===== config.mk =====
export PLATFORM = sky130hd
export DESIGN_NAME = char_lcd_nibble_sequencer
export DESIGN_NICKNAME = d
export VERILOG_FILES = /design/src/rtl/lcdns_pkg.sv /design/src/rtl/char_lcd_nibble_sequencer.sv
export SDC_FILE = /design/constraint.sdc
export NUM_CORES = 1
export LEC_CHECK = 0
export BUFFER_PORTS_ARGS = -buffer_cell sky130_fd_sc_hd__buf_2
export CORE_MARGIN = 5
export CORE_UTILIZATION = 39
export CTS_BUF_LIST = sky130_fd_sc_hd__clkbuf_8
export DETAILED_ROUTE_END_ITERATION = 6
export SETUP_SLACK_MARGIN = 0.5
export SLEW_MARGIN = 10
export SYNTH_ARGS = -nofsm -noshare
export SYNTH_HDL_FRONTEND = slang
export SYNTH_SLANG_ARGS = --single-unit

===== constraint.sdc =====
create_clock -name clk -period 2.6 [get_ports clk]
set_input_delay 0.52 -clock clk [delete_from_list [all_inputs] [get_ports clk]]
set_output_delay 0.52 -clock clk [all_outputs]
set_load 0.02 [all_outputs]

===== src/rtl/lcdns_pkg.sv =====
// Package for the 4-bit character LCD sequencer: codes, microcode ROM, helpers.
`timescale 1ns / 1ps
package lcdns_pkg;

  // Default column count of the display
  localparam int COLUMNS_DEFAULT = 16;

  // Field widths
  localparam int OPCODE_W   = 2;
  localparam int BYTE_W     = 8;
  localparam int COLUMN_W   = 6;
  localparam int ROW_W      = 3;
  localparam int NIBBLE_W   = 4;
  localparam int PRE_W      = 20;
  localparam int POST_W     = 16;
  localparam int CFG_IDX_W  = 3;
  localparam int CFG_DATA_W = 20;
  localparam int PC_W       = 5;

  // Request opcodes
  localparam logic [OPCODE_W-1:0] OP_INIT    = 2'd0;
  localparam logic [OPCODE_W-1:0] OP_DATA    = 2'd1;
  localparam logic [OPCODE_W-1:0] OP_COMMAND = 2'd2;
  localparam logic [OPCODE_W-1:0] OP_SET_POS = 2'd3;

  // Configuration register indexes
  localparam logic [CFG_IDX_W-1:0] REG_DATA_WAIT    = 3'd0;
  localparam logic [CFG_IDX_W-1:0] REG_COMMAND_WAIT = 3'd1;
  localparam logic [CFG_IDX_W-1:0] REG_WAKEUP_WAIT  = 3'd2;
  localparam logic [CFG_IDX_W-1:0] REG_POWER_UP     = 3'd3;
  localparam logic [CFG_IDX_W-1:0] REG_FUNCTION_SET = 3'd4;
  localparam logic [CFG_IDX_W-1:0] REG_ENTRY_MODE   = 3'd5;
  localparam logic [CFG_IDX_W-1:0] REG_DISPLAY_ON   = 3'd6;

  // Register reset values
  localparam logic [POST_W-1:0] DATA_WAIT_RST    = 16'd50;
  localparam logic [POST_W-1:0] COMMAND_WAIT_RST = 16'd2000;
  localparam logic [POST_W-1:0] WAKEUP_WAIT_RST  = 16'd5000;
  localparam logic [PRE_W-1:0]  POWER_UP_RST     = 20'd100000;
  localparam logic [BYTE_W-1:0] FUNCTION_SET_RST = 8'h28;
  localparam logic [BYTE_W-1:0] ENTRY_MODE_RST   = 8'h06;
  localparam logic [BYTE_W-1:0] DISPLAY_ON_RST   = 8'h0C;

  // Fixed LCD commands
  localparam logic [BYTE_W-1:0] CMD_DISPLAY_OFF = 8'h08;
  localparam logic [BYTE_W-1:0] CMD_CLEAR       = 8'h01;
  localparam logic [BYTE_W-1:0] CMD_SET_DDRAM   = 8'h80;

  // Wake-up nibbles
  localparam logic [NIBBLE_W-1:0] WAKE_NIB_A = 4'h3;
  localparam logic [NIBBLE_W-1:0] WAKE_NIB_B = 4'h2;

  // Program entry points
  localparam logic [PC_W-1:0] ENTRY_INIT    = 5'd0;
  localparam logic [PC_W-1:0] ENTRY_DATA    = 5'd14;
  localparam logic [PC_W-1:0] ENTRY_COMMAND = 5'd16;

  // Nibble source of a step
  typedef enum logic [1:0] {
    NIB_CONST,
    NIB_HIGH,
    NIB_LOW
  } nib_src_t;

  // Byte a step takes its nibble from
  typedef enum logic [2:0] {
    BYTE_REQ,
    BYTE_FUNC_SET,
    BYTE_DISP_OFF,
    BYTE_CLEAR,
    BYTE_ENTRY,
    BYTE_DISP_ON
  } byte_src_t;

  // Post-strobe wait of a step
  typedef enum logic [1:0] {
    POST_NONE,
    POST_WAKEUP,
    POST_COMMAND,
    POST_DATA
  } post_src_t;

  // One control word
  typedef struct packed {
    nib_src_t               nib_src;
    byte_src_t              byte_src;
    logic [NIBBLE_W-1:0]    const_nib;
    logic                   rs;
    logic                   pre_power;
    post_src_t              post_src;
    logic                   done;       // end of routine, return to idle
  } ucode_t;

  // Microcode ROM
  function automatic ucode_t ucode_rom(input logic [PC_W-1:0] pc);
    ucode_t w;
    w = '{nib_src: NIB_CONST, byte_src: BYTE_REQ, const_nib: WAKE_NIB_A, rs: 1'b0,
          pre_power: 1'b0, post_src: POST_WAKEUP, done: 1'b0};
    case (pc)
      5'd0:  w.pre_power = 1'b1;
      5'd1, 5'd2: ;
      5'd3:  w.const_nib = WAKE_NIB_B;
      5'd4:  begin w.nib_src = NIB_HIGH; w.byte_src = BYTE_FUNC_SET; w.post_src = POST_NONE; end
      5'd5:  begin w.nib_src = NIB_LOW; w.byte_src = BYTE_FUNC_SET; w.post_src = POST_COMMAND; end
      5'd6:  begin w.nib_src = NIB_HIGH; w.byte_src = BYTE_DISP_OFF; w.post_src = POST_NONE; end
      5'd7:  begin w.nib_src = NIB_LOW; w.byte_src = BYTE_DISP_OFF; w.post_src = POST_COMMAND; end
      5'd8:  begin w.nib_src = NIB_HIGH; w.byte_src = BYTE_CLEAR; w.post_src = POST_NONE; end
      5'd9:  begin w.nib_src = NIB_LOW; w.byte_src = BYTE_CLEAR; w.post_src = POST_COMMAND; end
      5'd10: begin w.nib_src = NIB_HIGH; w.byte_src = BYTE_ENTRY; w.post_src = POST_NONE; end
      5'd11: begin w.nib_src = NIB_LOW; w.byte_src = BYTE_ENTRY; w.post_src = POST_COMMAND; end
      5'd12: begin w.nib_src = NIB_HIGH; w.byte_src = BYTE_DISP_ON; w.post_src = POST_NONE; end
      5'd13: begin
        w.nib_src = NIB_LOW; w.byte_src = BYTE_DISP_ON; w.post_src = POST_COMMAND;
        w.done = 1'b1;
      end
      5'd14: begin w.nib_src = NIB_HIGH; w.rs = 1'b1; w.post_src = POST_NONE; end
      5'd15: begin w.nib_src = NIB_LOW; w.rs = 1'b1; w.post_src = POST_DATA; w.done = 1'b1; end
      5'd16: begin w.nib_src = NIB_HIGH; w.post_src = POST_NONE; end
      5'd17: begin w.nib_src = NIB_LOW; w.post_src = POST_COMMAND; w.done = 1'b1; end
      default: begin w.post_src = POST_NONE; w.done = 1'b1; end
    endcase
    return w;
  endfunction

  // DDRAM base address of a row; rows above three fall back to row zero
  function automatic logic [BYTE_W-1:0] row_base(input logic [ROW_W-1:0] row);
    logic [BYTE_W-1:0] b;
    case (row)
      3'd1:    b = 8'h40;
      3'd2:    b = 8'h60;
      3'd3:    b = 8'h20;
      default: b = 8'h00;
    endcase
    return b;
  endfunction

endpackage


===== src/rtl/char_lcd_nibble_sequencer.sv =====
// Top level: microcoded nibble sequencer for a 4-bit character LCD.
// The first strobe is registered in the output register once the request transfer
// has loaded the step counter; then one strobe per cycle while m_tready is high,
// paced by the microcode step counter. Init emits 14 strobes, byte and set-position
// requests 2; an out-of-range set position emits none.
// Synchronous active-high reset clears the sequencer and output valid and
// restores all configuration registers to their defaults.
`timescale 1ns / 1ps
module char_lcd_nibble_sequencer #(
  parameter int COLUMNS = lcdns_pkg::COLUMNS_DEFAULT
) (
  input  logic        clk,
  input  logic        rst,
  // request stream
  input  logic        s_tvalid,
  output logic        s_tready,
  input  logic [23:0] s_tdata,   // byte_value[7:0], column[13:8], row[16:14], zero fill
  input  logic [1:0]  s_tuser,   // opcode[1:0]
  // strobe stream
  output logic        m_tvalid,
  input  logic        m_tready,
  output logic [47:0] m_tdata,   // nibble[3:0], reg_select[4], pre_wait_us[24:5],
                                 // post_wait_us[40:25], zero fill
  output logic        m_tlast,
  // configuration writes
  input  logic        cfg_valid,
  output logic        cfg_ready,
  input  logic [2:0]  cfg_index,
  input  logic [19:0] cfg_data
);

  localparam int COL_CMP_W = lcdns_pkg::COLUMN_W + 1;

  // Configuration registers
  logic [lcdns_pkg::POST_W-1:0] data_wait;
  logic [lcdns_pkg::POST_W-1:0] command_wait;
  logic [lcdns_pkg::POST_W-1:0] wakeup_wait;
  logic [lcdns_pkg::PRE_W-1:0]  power_up_wait;
  logic [lcdns_pkg::BYTE_W-1:0] function_set;
  logic [lcdns_pkg::BYTE_W-1:0] entry_mode;
  logic [lcdns_pkg::BYTE_W-1:0] display_on;

  // Sequencer state
  logic                         busy;
  logic [lcdns_pkg::PC_W-1:0]   pc;
  logic [lcdns_pkg::BYTE_W-1:0] req_byte;

  // Request fields
  logic [lcdns_pkg::OPCODE_W-1:0] opcode;
  logic [lcdns_pkg::BYTE_W-1:0]   byte_value;
  logic [lcdns_pkg::COLUMN_W-1:0] column;
  logic [lcdns_pkg::ROW_W-1:0]    row;

  assign opcode     = s_tuser;
  assign byte_value = s_tdata[7:0];
  assign column     = s_tdata[13:8];
  assign row        = s_tdata[16:14];

  assign s_tready  = !busy;
  assign cfg_ready = 1'b1;

  // Configuration write decode
  always_ff @(posedge clk) begin
    if (rst) begin
      data_wait     <= lcdns_pkg::DATA_WAIT_RST;
      command_wait  <= lcdns_pkg::COMMAND_WAIT_RST;
      wakeup_wait   <= lcdns_pkg::WAKEUP_WAIT_RST;
      power_up_wait <= lcdns_pkg::POWER_UP_RST;
      function_set  <= lcdns_pkg::FUNCTION_SET_RST;
      entry_mode    <= lcdns_pkg::ENTRY_MODE_RST;
      display_on    <= lcdns_pkg::DISPLAY_ON_RST;
    end else if (cfg_valid && cfg_ready) begin
      unique case (cfg_index)
        lcdns_pkg::REG_DATA_WAIT:    data_wait     <= cfg_data[15:0];
        lcdns_pkg::REG_COMMAND_WAIT: command_wait  <= cfg_data[15:0];
        lcdns_pkg::REG_WAKEUP_WAIT:  wakeup_wait   <= cfg_data[15:0];
        lcdns_pkg::REG_POWER_UP:     power_up_wait <= cfg_data;
        lcdns_pkg::REG_FUNCTION_SET: function_set  <= cfg_data[7:0];
        lcdns_pkg::REG_ENTRY_MODE:   entry_mode    <= cfg_data[7:0];
        lcdns_pkg::REG_DISPLAY_ON:   display_on    <= cfg_data[7:0];
        default: ;
      endcase
    end
  end

  // Request decode: entry point and the byte to send
  logic                         col_ok;
  logic                         start;
  logic [lcdns_pkg::PC_W-1:0]   entry_pc;
  logic [lcdns_pkg::BYTE_W-1:0] entry_byte;

  assign col_ok = {1'b0, column} < COL_CMP_W'(COLUMNS);

  always_comb begin
    entry_pc   = lcdns_pkg::ENTRY_COMMAND;
    entry_byte = byte_value;
    start      = 1'b1;
    unique case (opcode)
      lcdns_pkg::OP_INIT:    entry_pc = lcdns_pkg::ENTRY_INIT;
      lcdns_pkg::OP_DATA:    entry_pc = lcdns_pkg::ENTRY_DATA;
      lcdns_pkg::OP_COMMAND: entry_pc = lcdns_pkg::ENTRY_COMMAND;
      lcdns_pkg::OP_SET_POS: begin
        // out-of-range column: no routine is started
        entry_byte = lcdns_pkg::CMD_SET_DDRAM | {2'b00, column} | lcdns_pkg::row_base(row);
        start      = col_ok;
      end
      default: ;
    endcase
  end

  // Datapath driven by the current control word
  lcdns_pkg::ucode_t            uw;
  logic [lcdns_pkg::BYTE_W-1:0] sel_byte;
  logic [3:0]                   nib;
  logic [lcdns_pkg::POST_W-1:0] post;
  logic [lcdns_pkg::PRE_W-1:0]  pre;
  logic                         step;

  assign uw   = lcdns_pkg::ucode_rom(pc);
  assign step = busy && (!m_tvalid || m_tready);

  always_comb begin
    case (uw.byte_src)
      lcdns_pkg::BYTE_FUNC_SET: sel_byte = function_set;
      lcdns_pkg::BYTE_DISP_OFF: sel_byte = lcdns_pkg::CMD_DISPLAY_OFF;
      lcdns_pkg::BYTE_CLEAR:    sel_byte = lcdns_pkg::CMD_CLEAR;
      lcdns_pkg::BYTE_ENTRY:    sel_byte = entry_mode;
      lcdns_pkg::BYTE_DISP_ON:  sel_byte = display_on;
      default:                  sel_byte = req_byte;
    endcase
    case (uw.nib_src)
      lcdns_pkg::NIB_HIGH: nib = sel_byte[7:4];
      lcdns_pkg::NIB_LOW:  nib = sel_byte[3:0];
      default:             nib = uw.const_nib;
    endcase
    case (uw.post_src)
      lcdns_pkg::POST_WAKEUP:  post = wakeup_wait;
      lcdns_pkg::POST_COMMAND: post = command_wait;
      lcdns_pkg::POST_DATA:    post = data_wait;
      default:                 post = '0;
    endcase
    pre = uw.pre_power ? power_up_wait : '0;
  end

  // Step counter and idle/busy control
  always_ff @(posedge clk) begin
    if (rst) begin
      busy <= 1'b0;
      pc   <= '0;
    end else if (!busy) begin
      if (s_tvalid && start) begin
        busy <= 1'b1;
        pc   <= entry_pc;
      end
    end else if (step) begin
      pc <= pc + 1'b1;
      if (uw.done) begin
        busy <= 1'b0;
      end
    end
  end

  // Latch the request byte on transfer
  always_ff @(posedge clk) begin
    if (s_tvalid && s_tready) begin
      req_byte <= entry_byte;
    end
  end

  // Output register
  always_ff @(posedge clk) begin
    if (rst) begin
      m_tvalid <= 1'b0;
    end else if (step) begin
      m_tvalid <= 1'b1;
    end else if (m_tready) begin
      m_tvalid <= 1'b0;
    end
  end

  always_ff @(posedge clk) begin
    if (step) begin
      m_tdata <= {7'd0, post, pre, uw.rs, nib};
      m_tlast <= uw.done;
    end
  end

endmodule


## Word level (Yosys, flattened, before mapping)

Cells that the tools add are included.

- Register bits after elaboration: 149
- Input port bits: 54
- Output and inout bits: 52
- Logic and storage cells: 110

- Add/subtract/negate cells: 1
- Magnitude comparators: 1
- Equality and inequality tests: 39
- Mux-type cells: 24
- Bitwise operators: 1
- Reductions and logical operators: 30

Operators with widths:

| kind | number |
|---|---|
| 16-bit one-hot mux with 3 select lines | 1 |
| 5-bit by 4-bit equality test with 1-bit output, second input constant | 8 |
| 8-bit one-hot mux with 5 select lines | 1 |
| 7-bit one-hot mux with 3 select lines | 1 |
| 5-bit by 3-bit equality test with 1-bit output, second input constant | 4 |
| 3-bit by 2-bit equality test with 1-bit output, second input constant | 6 |
| 8-bit 2-to-1 mux | 2 |
| 2-bit AND reduction | 8 |
| 3-bit equality test, second input constant | 5 |
| 5-bit 2-to-1 mux | 3 |
| 3-bit one-hot mux with 5 select lines | 1 |
| 15-bit OR reduction | 1 |
| 7-bit OR reduction | 2 |
| 2-bit OR reduction | 6 |
| 1-bit 2-to-1 mux | 11 |
| 5-bit by 2-bit equality test with 1-bit output, second input constant | 2 |
| 5-bit equality test, second input constant | 2 |
| 5-bit one-hot mux with 2 select lines | 1 |
| 3-bit by 1-bit equality test with 1-bit output, second input constant | 3 |
| 2-bit equality test, second input constant | 4 |
| 8-bit OR | 1 |
| 4-bit one-hot mux with 2 select lines | 1 |
| 2-bit by 1-bit equality test with 1-bit output, second input constant | 3 |
| 6-bit by 5-bit less-than comparator with 1-bit output, second input constant | 1 |
| other kinds (14) | 18 |

## Longest topological paths before layout

- Depth in word-level cells: 6
- Gate-level depth with buffers: 11
- Depth with buffers taken out: 10

## Least setup slack after synthesis

No wires, ideal clock.

- Kind: register to register
- Start: reg pc[0] (netlist name)
- End: reg m_tdata[1], data pin
- Setup time: 261 ps
- Data arrival time: 1,987 ps
- Required time: 2,339 ps
- Path slack: 352 ps
- Cell stages (with the launch flop): 9
- Buffers on the path: 2
- Period minus slack after synthesis: 2,248 ps
- Path through: dfxtp_1 > inv_1 > ha_1 > or2_1 > buf_6 > and4_4 > buf_6 > a221o_1 > a221o_1

- Word-level cells in the longest chain between the ends: 6
- Elaborated cells on any way between the ends: 32
- Those cells by class: 21 x eq/ne; 4 x mux; 7 x reduce/logical

RTL lines:

| element | RTL line | text |
|---|---|---|
| start: declaration | char_lcd_nibble_sequencer.sv:45 | `logic [lcdns_pkg::PC_W-1:0] pc;` |
| start signal: assignment | char_lcd_nibble_sequencer.sv:153 | `pc <= entry_pc;` |
| start signal: assignment | char_lcd_nibble_sequencer.sv:156 | `pc <= pc + 1'b1;` |
| 5-bit by 4-bit equality test with 1-bit output or 5-bit by 3-bit equality test with 1-bit output (tied branches) | lcdns_pkg.sv:99 | `case (pc)` |
| 2-bit OR reduction (no line) | n/a |  |
| 3-bit one-hot mux with 5 select lines | lcdns_pkg.sv:99 |  |
| 3-bit equality test (tied with other cells) | char_lcd_nibble_sequencer.sv:123 | `case (uw.byte_src)` |
| 8-bit one-hot mux with 5 select lines | char_lcd_nibble_sequencer.sv:123 |  |
| 4-bit one-hot mux with 2 select lines * | char_lcd_nibble_sequencer.sv:131 | `case (uw.nib_src)` |
| via nib[1] | char_lcd_nibble_sequencer.sv:114 | `logic [3:0] nib;` |
| end signal: assignment | char_lcd_nibble_sequencer.sv:183 | `m_tdata <= {7'd0, post, pre, uw.rs, nib};` |
| end: declaration | char_lcd_nibble_sequencer.sv:22 | `output logic [47:0] m_tdata,` |

Mark *: on every way through the listed nets, which the timed path passes. The rest lies on a longest branch.
A chain may end at the register's enable or synchronous reset.

## Final worst setup path

- Start: reg pc[0] (netlist name)
- End: reg m_tdata[2], data pin

Same word-level chain as after synthesis.

==> results.toml <==
[timing]
grt_setup_unrepaired = "true"
fin_crit_ps = 2100
setup_viol_count_final = 0
worst_slew_pin_slew_ps = 687
totalNegativeSetupSlack_ps = 0
skew_ps = 12.5
hold_slack_ps = 304
worst_slack_ps = 500
slew_violations = 0
timing_hold_violations_final = 0
slew-limit-headroom_pct = 54.1
timing.final.crit_share_pct = 80.8
fmax_ghz = 0.476

[synthesis]
netlist.area_leader.share_pct = 31.2
synth-seq-area-share_pct = 54.7
synth-xor-area-share_pct = 0.138
dominantRegCellSynth = "sky130_fd_sc_hd__dfxtp_1"
synth.most_common_cell = "sky130_fd_sc_hd__nand2_1"
synthSimpleGateAreaFrac_pct = 23.1
number_of_synthesized_register_bits = 149
synth_compound_gate_area_share_pct = 14.9
synthesis.instances = 708
netlist_top_cells_area = "sky130_fd_sc_hd__dfxtp_1 (31%), sky130_fd_sc_hd__edfxtp_1 (24%), sky130_fd_sc_hd__nand2_1 (13%), sky130_fd_sc_hd__a21oi_1 (6.4%), sky130_fd_sc_hd__nand3b_1 (3.2%)"
synth_common_cells = "sky130_fd_sc_hd__nand2_1 (218), sky130_fd_sc_hd__dfxtp_1 (99), sky130_fd_sc_hd__a21oi_1 (81)"
synth_top_family_by_area = "simple AND/OR/NAND/NOR gates"
yosysWarningCount = 0
synthesis.area_um2 = 6360
yosysUniqueCellTypes = 53
synth_adder_area_share_pct = 1.38
synth.avg_cell_area_um2 = 8.99
number_of_enable_type_register_cells_in_the_synthesized_netlist = 50
synthDominantAreaCellType = "sky130_fd_sc_hd__dfxtp_1"
synth.mux.area_fraction_pct = 1.20
share_of_synthesized_flip_flops_with_an_asynchronous_set_or_reset_pct = 0

[setup_path]
crit_path_cell_trace = "inv_4 -> ha_4 -> or2_4 -> and4_4 -> buf_6 -> a222oi_1 -> a21boi_2 -> o32ai_2"
worstSetupStartpointType = "register"
slowest_delay_ps = 380
path_delay_family = "compound AO/OA/AOI/OAI gates"
worst_ep_required_time_ps = 2780
cp-endpoint = "m_tdata[2]$_DFFE_PP_"
critPathArrivalTime_ps = 2280
path_class = "register to register"
critPathBufInv = 2
startpoint = "pc[0]$_SDFFE_PP0P_"
worst_setup_path_end_kind = "register"
worstSetupPathDepth = 8
ff_to_ff_start = "pc[0]$_SDFFE_PP0P_"
crit_fanout = 4
worstReg2RegEnd = "m_tdata[2]$_DFFE_PP_"
critPathSlowestCell = "sky130_fd_sc_hd__dfxtp_4"
worstRegToRegCells = 8
regToRegSetupSlack_ps = 500

[cts]
cts.clk_slew.worst_paths_ps = 70
worstSkewPairLatency_ps = 450
clock_tree.htree_level_count = 4
post_cts_hold_buffer_count = 0
clock_tree.buffer_depth = 2
cts_made_buffers = 17
tritoncts = "done"
clock_tree.root_cell = "sky130_fd_sc_hd__clkbuf_8"
clock_sinks = 149

[place]
place_worst_setup_slack_ps = 92.7
post-dp-hpwl_um = 10800
place.gp.congestion = 0.839
io_buffers = 90

[routing]
detailedRoute.firstIterationViolations = 357
route.final.wire_length_um = 16300
count_of_unresolved_drc_violations_after_routing = 0
vias = 5295
drt.antenna.violating_nets = 0
avgRoutedWirePerCell_um = 15.8
drt_first_pass_iters = 6
vias_per_cell = 5.15

[layout]
diodes = 0
fillerInstances = 1542
post-route-util_pct = 47.7
area_growth_syn_to_layout_pct = 19.6
num-nets-final = 861
final-seq-area_um2 = 3490
multiInputGateArea_um2 = 2760
share_of_layout_cells_above_drive_strength_1_pct = 21.9

[global_routing]
global_route.usage.total_pct = 17.3
initial_antenna_violation_count = 1
grt_remaining_overflow = 0
first_pass_grt_wire_length_um = 25600
first_global_vias = 5103
maximum_number_of_pins_on_one_net_before_global_route_repair = 69

[floorplanning]
initial_utilization_pct = 39.9
die-width_um = 138
die_h_um = 138
core_um2 = 15900
floorplan.rows = 46
dieArea_um2 = 19000
num_io_pins = 106

[power_and_ir_drop]
worst_ir_drop_vdd_uv = 330
power_mw = 5.09
power-per-cell-area_nw_per_um2 = 669
p_leak_nw = 2.99

[run_status]
status = "completed"

[worst_hold_path]
hold_class = "input pin to register"

[run]
timing.max_cap.violations = 0
[kinds of logic (layout without fill, tap and decap cells)]
group                      count (synthesis)  count (layout)
adders and majority gates                  7               7
other                                      2               8
muxes                                      7               7
and+or+nand+nor                          326             326
buffers and inverters                     59             158
AOI/OAI and AO/OA                        157             157
DFF                                      149             149
xor gates and xnor gates                   1               1
[how the worst min path moves through the flow]
stage | startpoint | endpoint | slack (ps) | cells after the start
2_1_floorplan | power_up_wait[10]$_SDFFE_PP1P_ | power_up_wait[10]$_SDFFE_PP1P_ | 430 | 2
3_3_place_gp | power_up_wait[0]$_SDFFE_PP0P_ | power_up_wait[0]$_SDFFE_PP0P_ | 440 | 2
3_5_place_dp | power_up_wait[6]$_SDFFE_PP0P_ | power_up_wait[6]$_SDFFE_PP0P_ | 440 | 2
4_1_cts | cfg_data[16] | power_up_wait[16]$_SDFFE_PP1P_ | 290 | 3
5_1_grt | cfg_data[16] | power_up_wait[16]$_SDFFE_PP1P_ | 280 | 3
6_report | cfg_data[16] | power_up_wait[16]$_SDFFE_PP1P_ | 300 | 3
[layout by cell type, fill, tap and decap left out, types with 3 or more instances in the layout]
cell and instances:
sky130_fd_sc_hd__nor2b_1 5, sky130_fd_sc_hd__buf_4 24, sky130_fd_sc_hd__ha_4 5, sky130_fd_sc_hd__a221o_1 3
sky130_fd_sc_hd__clkinv_2 3, sky130_fd_sc_hd__nor3_1 4, sky130_fd_sc_hd__nand2_1 218, sky130_fd_sc_hd__o21ai_0 6
sky130_fd_sc_hd__edfxtp_1 50, sky130_fd_sc_hd__and3_1 23, sky130_fd_sc_hd__buf_2 90, sky130_fd_sc_hd__a22oi_1 16
sky130_fd_sc_hd__conb_1 8, sky130_fd_sc_hd__dfxtp_1 96, sky130_fd_sc_hd__o21ai_1 19, sky130_fd_sc_hd__mux2_2 5
sky130_fd_sc_hd__a21oi_1 80, sky130_fd_sc_hd__nand3b_1 27, sky130_fd_sc_hd__nand2b_1 10, sky130_fd_sc_hd__nand3_1 6
sky130_fd_sc_hd__nor2_1 22, sky130_fd_sc_hd__inv_1 9, sky130_fd_sc_hd__a21o_1 3, sky130_fd_sc_hd__clkbuf_8 19
[where the power goes]
| part | internal (mW) | switching, mW | total [mW] |
|---|---|---|---|
| combinational | 0.315 | 0.523 | 0.838 |
| clock | 0.802 | 0.856 | 1.66 |
| sequential | 2.54 | 0.0544 | 2.60 |
[metal layers]
layer  vias to the layer above  GRT usage, %  routed length, um
met5                         -             0                  7
met4                         2          7.68                483
met3                        34          4.24                948
met2                       152          27.6               7630
met1                      2498          22.3               7200
li1                       2609             -                  -
[worst reg2reg max path, stage by stage, from the launching register on]
cell and delay (ps):
sky130_fd_sc_hd__dfxtp_4 380, sky130_fd_sc_hd__inv_4 60, sky130_fd_sc_hd__ha_4 170, sky130_fd_sc_hd__or2_4 240, sky130_fd_sc_hd__and4_4 190, sky130_fd_sc_hd__buf_6 120, sky130_fd_sc_hd__a222oi_1 350, sky130_fd_sc_hd__a21boi_2 250
sky130_fd_sc_hd__o32ai_2 90
[layout make-up]
class | instances | area share (%)
clock buffers | 19 | 3.44
repair buffers | 117 | 8.96
flip-flops and latches | 149 | 45.9
multi-input cells | 506 | 36.3
well taps | 216 | 3.55
inverters | 9 | 0.477
clock inverters | 13 | 1.43
[state kept, by name, indices dropped and copies added, names as in the netlist]
name           flops
command_wait      16
power_up_wait     20
m_tvalid           1
function_set       8
m_tdata           41
m_tlast            1
data_wait         16
display_on         8
wakeup_wait       16
entry_mode         8
pc                 5
req_byte           8
busy               1
[repair_timing]
action,4_1_cts,5_1_grt
hold endpoints to repair,0,0
setup endpoints to repair,4,16
pin swaps,5,8
resized for setup,21,8
buffers inserted,10,1
cloned,0,0
[stage by stage]
step                      std cells  instance area, um^2
final                          1029                 7610
after global routing           1029                 7610
after CTS                      1028                 7570
after detailed placement        986                 7020
after global placement          986                 7020
after floorplan                 714                 6390
No activity file was read; power rests on OpenSTA's default activity.
